$ cat src/hdl/rhh_pkg.sv
`timescale 1ns / 1ps
// ----------------------------------------------------------------------------
// rhh_pkg: shared types and constants for the Robin Hood hash table
// Table geometry, slot entry layout, operation codes and the command /
// status bundles passed between the controller and the datapath.
// ----------------------------------------------------------------------------
package rhh_pkg;

  // Table geometry and field widths
  localparam int SLOT_BITS   = 8;
  localparam int VALUE_WIDTH = 64;
  localparam int NSLOTS      = 1 << SLOT_BITS;
  localparam int KEY_W       = 8;
  localparam int WORD_W      = 64;
  localparam int COUNT_W     = 9;

  typedef logic [SLOT_BITS-1:0]   slot_t;
  typedef logic [SLOT_BITS-1:0]   dist_t;
  typedef logic [SLOT_BITS:0]     cnt_t;
  typedef logic [KEY_W-1:0]       key_t;
  typedef logic [VALUE_WIDTH-1:0] val_t;
  typedef logic [WORD_W-1:0]      word_t;
  typedef logic [COUNT_W-1:0]     ecount_t;

  // Operation codes
  typedef enum logic [1:0] {
    FN_LOOKUP = 2'd0,
    FN_SET    = 2'd1,
    FN_DELETE = 2'd2,
    FN_NOP    = 2'd3
  } func_t;

  // One slot as stored in the table memory
  typedef struct packed {
    key_t  key;
    val_t  value;
    dist_t distance;
  } entry_t;

  localparam int ENTRY_W = $bits(entry_t);

  // Controller -> datapath commands
  typedef struct packed {
    logic load;        // capture request, start probe at home slot
    logic rd;          // read slot at probe index
    logic adv;         // step probe index, distance and step count
    logic wr_carried;  // write carried entry at probe index
    logic swap;        // carried entry takes the resident read back
    logic wr_value;    // overwrite value of the matching slot
    logic rec_hit;     // record a hit (and lookup data)
    logic del_start;   // free matching slot, open hole, start shift
    logic shift;       // move resident back into the hole
    logic set_used;    // mark probe slot used, count up
    logic set_full;    // record insert refusal
    logic out_load;    // load result register
  } rhh_cmd_t;

  // Datapath -> controller status
  typedef struct packed {
    func_t func;       // operation in progress
    logic  used_cur;   // probe slot occupied
    logic  bound;      // probe step count reached table size
    logic  closer;     // carried distance beyond resident distance
    logic  key_eq;     // resident key matches
    logic  dist_zero;  // resident sits at its home slot
    logic  full;       // occupancy at capacity
    logic  out_free;   // result register can take a beat
  } rhh_stat_t;

endpackage

$ cat src/hdl/rhh_ctrl.sv
`timescale 1ns / 1ps
// ----------------------------------------------------------------------------
// rhh_ctrl: operation sequencer for the Robin Hood hash table
// Walks the find, insert and backward-shift probe loops one slot at a time
// (read state, then evaluate state) and issues datapath commands.
// ----------------------------------------------------------------------------
module rhh_ctrl (
  input  logic              clk,
  input  logic              rst_n,
  input  logic              in_valid,
  output logic              in_ready,
  input  logic [1:0]        in_func,
  input  rhh_pkg::rhh_stat_t stat,
  output rhh_pkg::rhh_cmd_t  cmd
);

  typedef enum logic [7:0] {
    ST_IDLE = 8'b0000_0001,
    ST_FRD  = 8'b0000_0010,
    ST_FEV  = 8'b0000_0100,
    ST_IRD  = 8'b0000_1000,
    ST_IEV  = 8'b0001_0000,
    ST_DRD  = 8'b0010_0000,
    ST_DEV  = 8'b0100_0000,
    ST_DONE = 8'b1000_0000
  } state_t;

  state_t state_r;
  state_t state_nxt;

  // Next state and command decode
  always_comb begin
    state_nxt = state_r;
    cmd       = '0;
    in_ready  = 1'b0;
    case (state_r)
      ST_IDLE: begin
        in_ready = 1'b1;
        if (in_valid) begin
          cmd.load = 1'b1;
          if (rhh_pkg::func_t'(in_func) == rhh_pkg::FN_NOP) begin
            state_nxt = ST_DONE;
          end else begin
            state_nxt = ST_FRD;
          end
        end
      end
      ST_FRD: begin
        if (stat.bound || !stat.used_cur) begin
          // miss: gap or probe limit
          if (stat.func == rhh_pkg::FN_SET) begin
            if (stat.full) begin
              cmd.set_full = 1'b1;
              state_nxt    = ST_DONE;
            end else begin
              state_nxt = ST_IRD;
            end
          end else begin
            state_nxt = ST_DONE;
          end
        end else begin
          cmd.rd    = 1'b1;
          state_nxt = ST_FEV;
        end
      end
      ST_FEV: begin
        if (stat.closer) begin
          // miss: resident is closer to home than the probe
          if (stat.func == rhh_pkg::FN_SET) begin
            if (stat.full) begin
              cmd.set_full = 1'b1;
              state_nxt    = ST_DONE;
            end else begin
              state_nxt = ST_IRD;
            end
          end else begin
            state_nxt = ST_DONE;
          end
        end else if (stat.key_eq) begin
          cmd.rec_hit = 1'b1;
          case (stat.func)
            rhh_pkg::FN_SET: begin
              cmd.wr_value = 1'b1;
              state_nxt    = ST_DONE;
            end
            rhh_pkg::FN_DELETE: begin
              cmd.del_start = 1'b1;
              state_nxt     = ST_DRD;
            end
            default: begin
              state_nxt = ST_DONE;
            end
          endcase
        end else begin
          cmd.adv   = 1'b1;
          state_nxt = ST_FRD;
        end
      end
      ST_IRD: begin
        if (!stat.used_cur) begin
          cmd.wr_carried = 1'b1;
          cmd.set_used   = 1'b1;
          state_nxt      = ST_DONE;
        end else begin
          cmd.rd    = 1'b1;
          state_nxt = ST_IEV;
        end
      end
      ST_IEV: begin
        // displace a richer resident, then keep probing
        if (stat.closer) begin
          cmd.wr_carried = 1'b1;
          cmd.swap       = 1'b1;
        end
        cmd.adv   = 1'b1;
        state_nxt = ST_IRD;
      end
      ST_DRD: begin
        if (stat.bound || !stat.used_cur) begin
          state_nxt = ST_DONE;
        end else begin
          cmd.rd    = 1'b1;
          state_nxt = ST_DEV;
        end
      end
      ST_DEV: begin
        if (stat.dist_zero) begin
          state_nxt = ST_DONE;
        end else begin
          cmd.shift = 1'b1;
          state_nxt = ST_DRD;
        end
      end
      ST_DONE: begin
        if (stat.out_free) begin
          cmd.out_load = 1'b1;
          state_nxt    = ST_IDLE;
        end
      end
      default: begin
        state_nxt = ST_IDLE;
      end
    endcase
  end

  // State register
  always_ff @(posedge clk) begin
    if (!rst_n) begin
      state_r <= ST_IDLE;
    end else begin
      state_r <= state_nxt;
    end
  end

endmodule

$ cat config.mk
export PLATFORM = sky130hd
export DESIGN_NAME = rhh_ctrl
export DESIGN_NICKNAME = d
export VERILOG_FILES = /design/src/hdl/rhh_pkg.sv /design/src/hdl/rhh_ctrl.sv
export SDC_FILE = /design/constraint.sdc
export NUM_CORES = 1
export LEC_CHECK = 0
export BUFFER_PORTS_ARGS = -buffer_cell sky130_fd_sc_hd__clkbuf_2
export CAP_MARGIN = 20
export CORE_UTILIZATION = 51
export CTS_BUF_LIST = sky130_fd_sc_hd__clkbuf_4 sky130_fd_sc_hd__clkbuf_8 sky130_fd_sc_hd__clkbuf_16
export CTS_CLUSTER_DIAMETER = 100
export DETAILED_ROUTE_END_ITERATION = 7
export PLACE_DENSITY = 0.92
export SLEW_MARGIN = 5
export SYNTH_ARGS = -nofsm -noshare
export SYNTH_HDL_FRONTEND = slang
export SYNTH_SLANG_ARGS = --single-unit
export TNS_END_PERCENT = 20
$ cat constraint.sdc
create_clock -name clk -period 3.8 [get_ports clk]
set_input_delay 0.76 -clock clk [delete_from_list [all_inputs] [get_ports clk]]
set_output_delay 0.76 -clock clk [all_outputs]
set_load 0.02 [all_outputs]
After elaboration in Yosys (flattened, before gate mapping) --
Cells that the tools add are included.
Word-level totals: bits in registers 8, input port bits 14, output and inout port bits 13, logic and storage cells 59
Cells by class: equal/unequal tests 13, mux-type cells 41, reductions and logical operators 4
Operators by type and width (number):
- 8-bit 2-to-1 mux | 12
- 8-bit case mux with 8 select lines | 1
- 1-bit 2-to-1 mux | 20
- 3-bit 2-to-1 mux | 3
- 8-bit by 1-bit equality test with 1-bit output, second input constant | 1
- 8-bit by 2-bit equality test with 1-bit output, second input constant | 1
- 8-bit by 3-bit equality test with 1-bit output, second input constant | 1
- 8-bit by 4-bit equality test with 1-bit output, second input constant | 1
- 8-bit by 5-bit equality test with 1-bit output, second input constant | 1
- 8-bit by 6-bit equality test with 1-bit output, second input constant | 1
- 8-bit by 7-bit equality test with 1-bit output, second input constant | 1
- 8-bit equality test, second input constant | 1
- 1-bit case mux with 2 select lines | 4
- 2-bit equality test, second input constant | 2
- 2-bit inequality test, second input constant | 2
- 2-bit by 1-bit equality test with 1-bit output, second input constant | 1
- 2-bit 2-to-1 mux | 1
- 2-bit AND reduction | 1
- 2-bit OR reduction | 1
- 1-bit zero test | 1
- 1-bit logical OR | 1

Logic depth before layout (Yosys ltp) --
Gate-level depths: netlist (run 1).
depth after elaboration 5, depth in mapped cells 8, gate-level depth less buffers 7

Worst setup path before layout (run 1) --
OpenSTA, ideal clock, no wires.
path type flip-flop to output port, from reg state_r[2], to out cmd[8] in the netlist's numbering, data arrival time 1624 ps, setup slack 1416 ps, stages on the path, launching flop included 6, cells stage by stage dfxtp_1 -> buf_2 -> nor2_1 -> nand2_1 -> nor3_1 -> or2_2
RTL lines:
- from (decl) | RTL line rhh_ctrl.sv:28 | state_t state_r;
- from (signal assigned) | RTL line rhh_ctrl.sv:151 | state_r <= state_nxt;
- to (decl) | RTL line rhh_ctrl.sv:14 | output rhh_pkg::rhh_cmd_t cmd

==> metrics.md, run 1 <==
| Metric | Value |
|---|---|
| Clk pin slew, worst setup/hold paths | `0.06 ns` |
| Post-detail-place hpwl | `1.485 mm` |
| Highest-delay cell along the critical path | `sky130_fd_sc_hd__dfxtp_1` |
| Clk network pwr share | `0.221` |
| Inst Count DP | `140` |
| Worst hold start | `state_r[3]$_SDFFE_PN0P_` |
| Resize count post-CTS | `0` |
| Length of the first detailed-routing pass in iterations | `4` |
| Netlist area before placement | `743.2 um^2` |
| Largest fanout on the critical path | `10` |
| Gate count after technology mapping | `104` |
| Part of the Yosys area used for sequential elements | `0.2155` |
| Placed standard-cell area | `852.1 um^2` |
| Series of cell instances along the critical path | `nor3_4 -> nand4_1 -> o22ai_1 -> and4b_1 -> clkbuf_2` |
| Starting utilization of the core area | `0.5572` |
| Met2 capacity usage during global routing | `0.5202` |
| FMAX | `364.1 MHz` |
| Share of synthesized flip-flops with an asynchronous set or reset | `0` |
| Status | `complete, no violations` |
| Storage element area | `160.2 um^2` |
| Post-detailed-route DRC marker count | `0` |
| Flip-flop count of the largest register after layout | `8` |
| Number of diodes added for antenna fixing | `0` |
| Wirelength per Cell | `13.55 um` |
| Number of CTS-inserted buffers | `3` |
| Top library cells by usage in the layout, fill and taps aside | `sky130_fd_sc_hd__clkbuf_2 (26), sky130_fd_sc_hd__nor2_1 (17), sky130_fd_sc_hd__nand2_1 (11)` |
| Hold Vio Cnt, Final | `0` |
| Maximum clock insertion buffer count | `2` |
| Global-route wire length before repair | `3.118 mm` |
| Sequential fraction of design power | `0.359` |
| R2r worst-path depth | `5` |
| Required @ worst endpoint | `3.04 ns` |
| Number of flops mapped to enable cells by yosys | `0` |
| Sw Share | `0.4155` |
| Most common cell after layout, fill and taps aside | `sky130_fd_sc_hd__clkbuf_2` |
| Endpoint of the worst hold-timing path | `state_r[4]$_SDFFE_PN0P_` |
| Flip-flop cell with the highest count after synthesis | `sky130_fd_sc_hd__dfxtp_1` |
| Area of all placed cells without fillers | `874.6 um^2` |
| Worst hold slack after final layout | `0.6653 ns` |
| Boundary Pins | `27` |
| Average cell area after synthesis | `7.146 um^2` |
| Post-CTS Repair Setup Buffers | `0` |
| Worst slew pin tran | `0.4222 ns` |
| Top cell type's share of synthesized area | `0.2155` |
| Layout Nets | `144` |
| Maximum Capacitance Violations | `0` |
| Critical path launch point type | `flop` |
| Post-layout util | `0.6557` |
| Path type of the worst setup path | `flop to primary output` |
| Share of power burned in combinational logic | `0.420` |
| Routed vias | `870` |
| Met3 routing resource usage after global routing | `0.05000` |
| Busiest metal layer after global routing | `met2` |
| Worst ir drop on vdd | `169.1 uV` |
| Reg2Reg Launch Point | `state_r[3]$_SDFFE_PN0P_` |
| Post-layout min period | `2.747 ns` |
| Total core area | `1334 um^2` |
| Setup repair after global routing missed its margin | `no` |
| Total area of multi-input combinational cells | `513.0 um^2` |
| TritonCTS clock tree | `yes` |
| 1st-iter DRT viols | `50` |
| Signal arrival time at the worst endpoint | `1.99 ns` |
| Number of clock sinks | `8` |
| Via count of the first global-routing pass | `758` |
| RePlAce Congestion | `0.8612` |
| Post-synth net total | `118` |
| Clock root buffer master | `sky130_fd_sc_hd__clkbuf_4` |
| Fraction of the cycle the final worst path needs | `0.7228` |
| Minimum setup slack among reg-to-reg paths | `2.20 ns` |
| Post-Route Setup TNS | `0 ns` |
| Total power divided by cell area | `356.8 nW/um^2` |
| Critical path capture point type | `primary output` |
| Slew Limit Fails | `0` |
| Quantity of I/O buffers inserted on ports | `26` |
| Top cells by area in the synthesized netlist | `sky130_fd_sc_hd__dfxtp_1 (22%), sky130_fd_sc_hd__nor2_1 (8.6%), sky130_fd_sc_hd__nand2_1 (5.6%), sky130_fd_sc_hd__nor4b_1 (4.7%), sky130_fd_sc_hd__nor3_4 (4.4%)` |
| Hold-critical path depth | `2` |
| Yosys top cell by area | `sky130_fd_sc_hd__dfxtp_1` |
| Die Outline Area | `1614 um^2` |
| Global routing usage summed across all routing layers | `0.2903` |
| Reported net switching power | `0.1297 mW` |
| Launch point of the critical path | `state_r[3]$_SDFFE_PN0P_` |
| Synthesis-stage register bit count | `8` |
| Overall die width | `40.18 um` |
| Source-to-sink clock delay at the later pin of the worst-skew pair | `0.27 ns` |
| Largest registers | `state_r x8` |
| Final Routed Wirelength | `1.937 mm` |
| Stage delay of the slowest cell on the critical path | `0.43 ns` |
| Total global routing overflow | `0` |
| Met1 Use GR | `0.3277` |
| Largest net degree at the start of global routing | `12` |
| Fraction of final layout cells with drive strength greater than 1 | `0.2891` |
| Number of inserted filler cells in the final layout | `113` |
| Finish-stage setup viols | `0` |
| Yosys synthesis warning count | `0` |
| Die Y-Extent | `40.18 um` |
| Worst r2r dst | `state_r[7]$_SDFFE_PN0P_` |
| Largest reg by FF count | `state_r` |
| Post-synthesis cell type count | `35` |
| Antenna viol nets, final | `0` |
| Total leakage power | `0.3975 nW` |
| Worst-case headroom to the max-slew limit | `0.7182` |
| Count of H-tree levels built during CTS | `1` |
| Area grow syn2layout | `17.68%` |
| Cell internal pwr | `0.1824 mW` |
| Clock Skews | `0.01294 ns` |
| Non-Filler Instances | `143` |
| Post-DR vias/cell | `6.084` |
| Kind of path behind the tightest hold check | `flop to flop` |
| Number of antenna violations at the first check in global routing | `0` |
| Number of hold buffers added after cts | `0` |
| Site row count | `13` |
final cells by class:
type / count / share of cell area
inverters: 8 / 0.03433
flip-flops and latches: 8 / 0.1831
repair buffers: 26 / 0.1488
well taps: 15 / 0.02146
clock buffers: 3 / 0.02575
multi-input cells: 83 / 0.5866
metal layers:
layer	vias up	share of wire
met5	-	0
met1	381	0.42
met4	0	0.029
met2	56	0.47
li1	424	-
met3	9	0.084
worst max-delay path, delay by kind of cell, from the launching register on:
kind | cells | cell delay [ns]
AO/OA/AOI/OAI | 1 | 0.30
buffers and inverters | 1 | 0.17
flip-flops | 1 | 0.43
AND/OR/NAND/NOR | 3 | 0.81
power by group through the flow:
stage,registers (mW),logic (mW),clock network (mW)
3_3_place_gp,0.112,0.125,0
3_5_place_dp,0.114,0.128,0
4_1_cts,0.111,0.129,0.0685
6_report,0.112,0.131,0.0689
5_1_grt,0.113,0.144,0.0732
2_1_floorplan,0.0964,0.116,0
through the flow:
step                worst slack, ns  power, mW
floorplan                     1.416     0.2123
global placement              1.442     0.2374
detailed placement            1.397     0.2416
CTS                           1.116     0.3088
global route                 0.9490     0.3303
finish                        1.053     0.3121
cells in the mapped netlist (all sizes together) (2+ instances only):
library cell	instances
nor4b	5
nand3	3
o21ai	2
nor2b	2
a31oi	2
nor2	17
and4b	2
nand2	11
nor3b	2
o32ai	2
nand4	5
and2	3
nand4b	3
nor3	8
a21oi	5
dfxtp	8
buf	5
inv	8
worst max-delay path by stage:
stage,to,slack (ns),depth (start not counted)
after global placement,cmd[8],1.44,6
final,cmd[1],1.05,5
after floorplan,cmd[8],1.42,5
after detailed placement,cmd[1],1.40,5
after CTS,cmd[1],1.12,5
after global routing,cmd[1],0.95,5
logic make-up (layout without fill, tap and decap cells):
logic type	count (synthesis)	in the layout	synth area share
AOI/OAI and AO/OA	16	16	0.1566
buffers and inverters	13	37	0.09428
and+or+nand+nor	66	66	0.5219
xor gates and xnor gates	1	1	0.01179
DFF	8	8	0.2155
No activity file was read; power rests on OpenSTA's default activity.
==> inputs of run 2 (changes only) <==
Settings changed: CORE_UTILIZATION 51 to 48, PLACE_DENSITY 0.92 to 0.88.
Clock period 3.8 ns to 2.66 ns, I/O delays scaled along.
==> metrics.md, run 2 (same netlist as run 1, synthesis figures left out) <==
| Metric | Value |
|---|---|
| Quantity of I/O buffers inserted on ports | `26` |
| Final Routed Wirelength | `1.884 mm` |
| Post-layout min period | `2.473 ns` |
| Total area of multi-input combinational cells | `513.0 um^2` |
| Length of the first detailed-routing pass in iterations | `4` |
| Source-to-sink clock delay at the later pin of the worst-skew pair | `0.26 ns` |
| Number of inserted filler cells in the final layout | `137` |
| Post-Route Setup TNS | `0 ns` |
| Finish-stage setup viols | `0` |
| Global-route wire length before repair | `3.015 mm` |
| Worst-case headroom to the max-slew limit | `0.7221` |
| Total global routing overflow | `0` |
| Fraction of the cycle the final worst path needs | `0.9297` |
| Number of CTS-inserted buffers | `3` |
| Hold Vio Cnt, Final | `0` |
| FMAX | `404.4 MHz` |
| 1st-iter DRT viols | `50` |
| Launch point of the critical path | `state_r[3]$_SDFFE_PN0P_` |
| Largest reg by FF count | `state_r` |
| Sw Share | `0.4066` |
| Post-DR vias/cell | `6.035` |
| Placed standard-cell area | `852.1 um^2` |
| Total leakage power | `0.3975 nW` |
| Largest fanout on the critical path | `10` |
| Setup repair after global routing missed its margin | `no` |
| Most common cell after layout, fill and taps aside | `sky130_fd_sc_hd__clkbuf_2` |
| Status | `complete, no violations` |
| Storage element area | `160.2 um^2` |
| Worst slew pin tran | `0.4163 ns` |
| Slew Limit Fails | `0` |
| Largest registers | `state_r x8` |
| Reported net switching power | `0.1784 mW` |
| Wirelength per Cell | `13.17 um` |
| Overall die width | `41.35 um` |
| Maximum clock insertion buffer count | `2` |
| Count of H-tree levels built during CTS | `1` |
| Critical path launch point type | `flop` |
| Resize count post-CTS | `0` |
| Reg2Reg Launch Point | `state_r[3]$_SDFFE_PN0P_` |
| Sequential fraction of design power | `0.361` |
| Worst hold slack after final layout | `0.5339 ns` |
| Largest net degree at the start of global routing | `12` |
| Cell internal pwr | `0.2604 mW` |
| Clock Skews | `0.002712 ns` |
| Post-detailed-route DRC marker count | `0` |
| Path type of the worst setup path | `flop to primary output` |
| Maximum Capacitance Violations | `0` |
| Layout Nets | `144` |
| Post-detail-place hpwl | `1.510 mm` |
| Top library cells by usage in the layout, fill and taps aside | `sky130_fd_sc_hd__clkbuf_2 (26), sky130_fd_sc_hd__nor2_1 (17), sky130_fd_sc_hd__nand2_1 (11)` |
| Die Y-Extent | `41.35 um` |
| Via count of the first global-routing pass | `727` |
| Number of hold buffers added after cts | `0` |
| Kind of path behind the tightest hold check | `input pin to flop` |
| Signal arrival time at the worst endpoint | `1.94 ns` |
| Share of power burned in combinational logic | `0.420` |
| Die Outline Area | `1710 um^2` |
| Area grow syn2layout | `17.68%` |
| Starting utilization of the core area | `0.5440` |
| Total power divided by cell area | `501.7 nW/um^2` |
| Number of diodes added for antenna fixing | `0` |
| Flip-flop count of the largest register after layout | `8` |
| Worst hold start | `stat[6]` |
| Post-CTS Repair Setup Buffers | `0` |
| Clock root buffer master | `sky130_fd_sc_hd__clkbuf_4` |
| Critical path capture point type | `primary output` |
| Clk pin slew, worst setup/hold paths | `0.06 ns` |
| Number of clock sinks | `8` |
| Total core area | `1366 um^2` |
| Site row count | `13` |
| Clk network pwr share | `0.219` |
| Area of all placed cells without fillers | `874.6 um^2` |
| RePlAce Congestion | `0.8475` |
| Required @ worst endpoint | `2.13 ns` |
| TritonCTS clock tree | `yes` |
| Fraction of final layout cells with drive strength greater than 1 | `0.2891` |
| Number of antenna violations at the first check in global routing | `0` |
| Boundary Pins | `27` |
| Routed vias | `863` |
| Global routing usage summed across all routing layers | `0.2741` |
| Antenna viol nets, final | `0` |
| Worst ir drop on vdd | `288.3 uV` |
run 2: cell counts in the layout (fill, tap and decap cells not counted):
No cell type changed its count.
run 2: through the flow:
stage | utilization | total power [mW] | setup WS (ns) | cells
after floorplan | - | 0.3032 | 0.5043 | 104
after global placement | 0.6236 | 0.3377 | 0.5624 | 140
after detailed placement | 0.6236 | 0.3431 | 0.5000 | 140
after CTS | 0.6401 | 0.4367 | 0.2129 | 143
after global routing | 0.6401 | 0.4647 | 0.04149 | 143
final | 0.6401 | 0.4388 | 0.1870 | 143
run 2: final timing paths:
check | depth (start not counted) | endpoint | slack, ns
setup / recovery | 5 | cmd[1] | 0.19
hold / removal | 3 | state_r[4]$_SDFFE_PN0P_ | 0.53
setup reg to reg | 5 | state_r[7]$_SDFFE_PN0P_ | 1.10
hold reg to reg | 2 | state_r[4]$_SDFFE_PN0P_ | 0.67
run 2: final cells by class:
class,instances,area share
tap,15,0.02146
inverter,8,0.03433
clock buffer,3,0.02575
timing repair buffer,26,0.1488
multi-input combinational,83,0.5866
sequential,8,0.1831
run 2: worst max-delay path: stages, from the launching register on:
cell and delay [ns]:
sky130_fd_sc_hd__dfxtp_1 0.43, sky130_fd_sc_hd__nor3_4 0.32, sky130_fd_sc_hd__nand4_1 0.23, sky130_fd_sc_hd__o22ai_1 0.29, sky130_fd_sc_hd__and4b_1 0.23, sky130_fd_sc_hd__clkbuf_2 0.17
run 2: layer usage:
| layer | vias to the layer above | global-route usage | wire [um] |
|---|---|---|---|
| li1 | 426 | - | - |
| met1 | 391 | 0.3107 | 829 |
| met2 | 39 | 0.5195 | 909 |
| met3 | 7 | 0.02128 | 100 |
| met4 | 0 | 0.1129 | 44 |
| met5 | - | 0 | 0 |
run 2: power groups by stage:
| stage | clock (mW) | combinational [mW] | sequential [mW] |
|---|---|---|---|
| 2_1_floorplan | 0 | 0.166 | 0.138 |
| 3_3_place_gp | 0 | 0.179 | 0.159 |
| 3_5_place_dp | 0 | 0.182 | 0.161 |
| 4_1_cts | 0.0948 | 0.184 | 0.158 |
| 5_1_grt | 0.0979 | 0.206 | 0.161 |
| 6_report | 0.0959 | 0.184 | 0.158 |
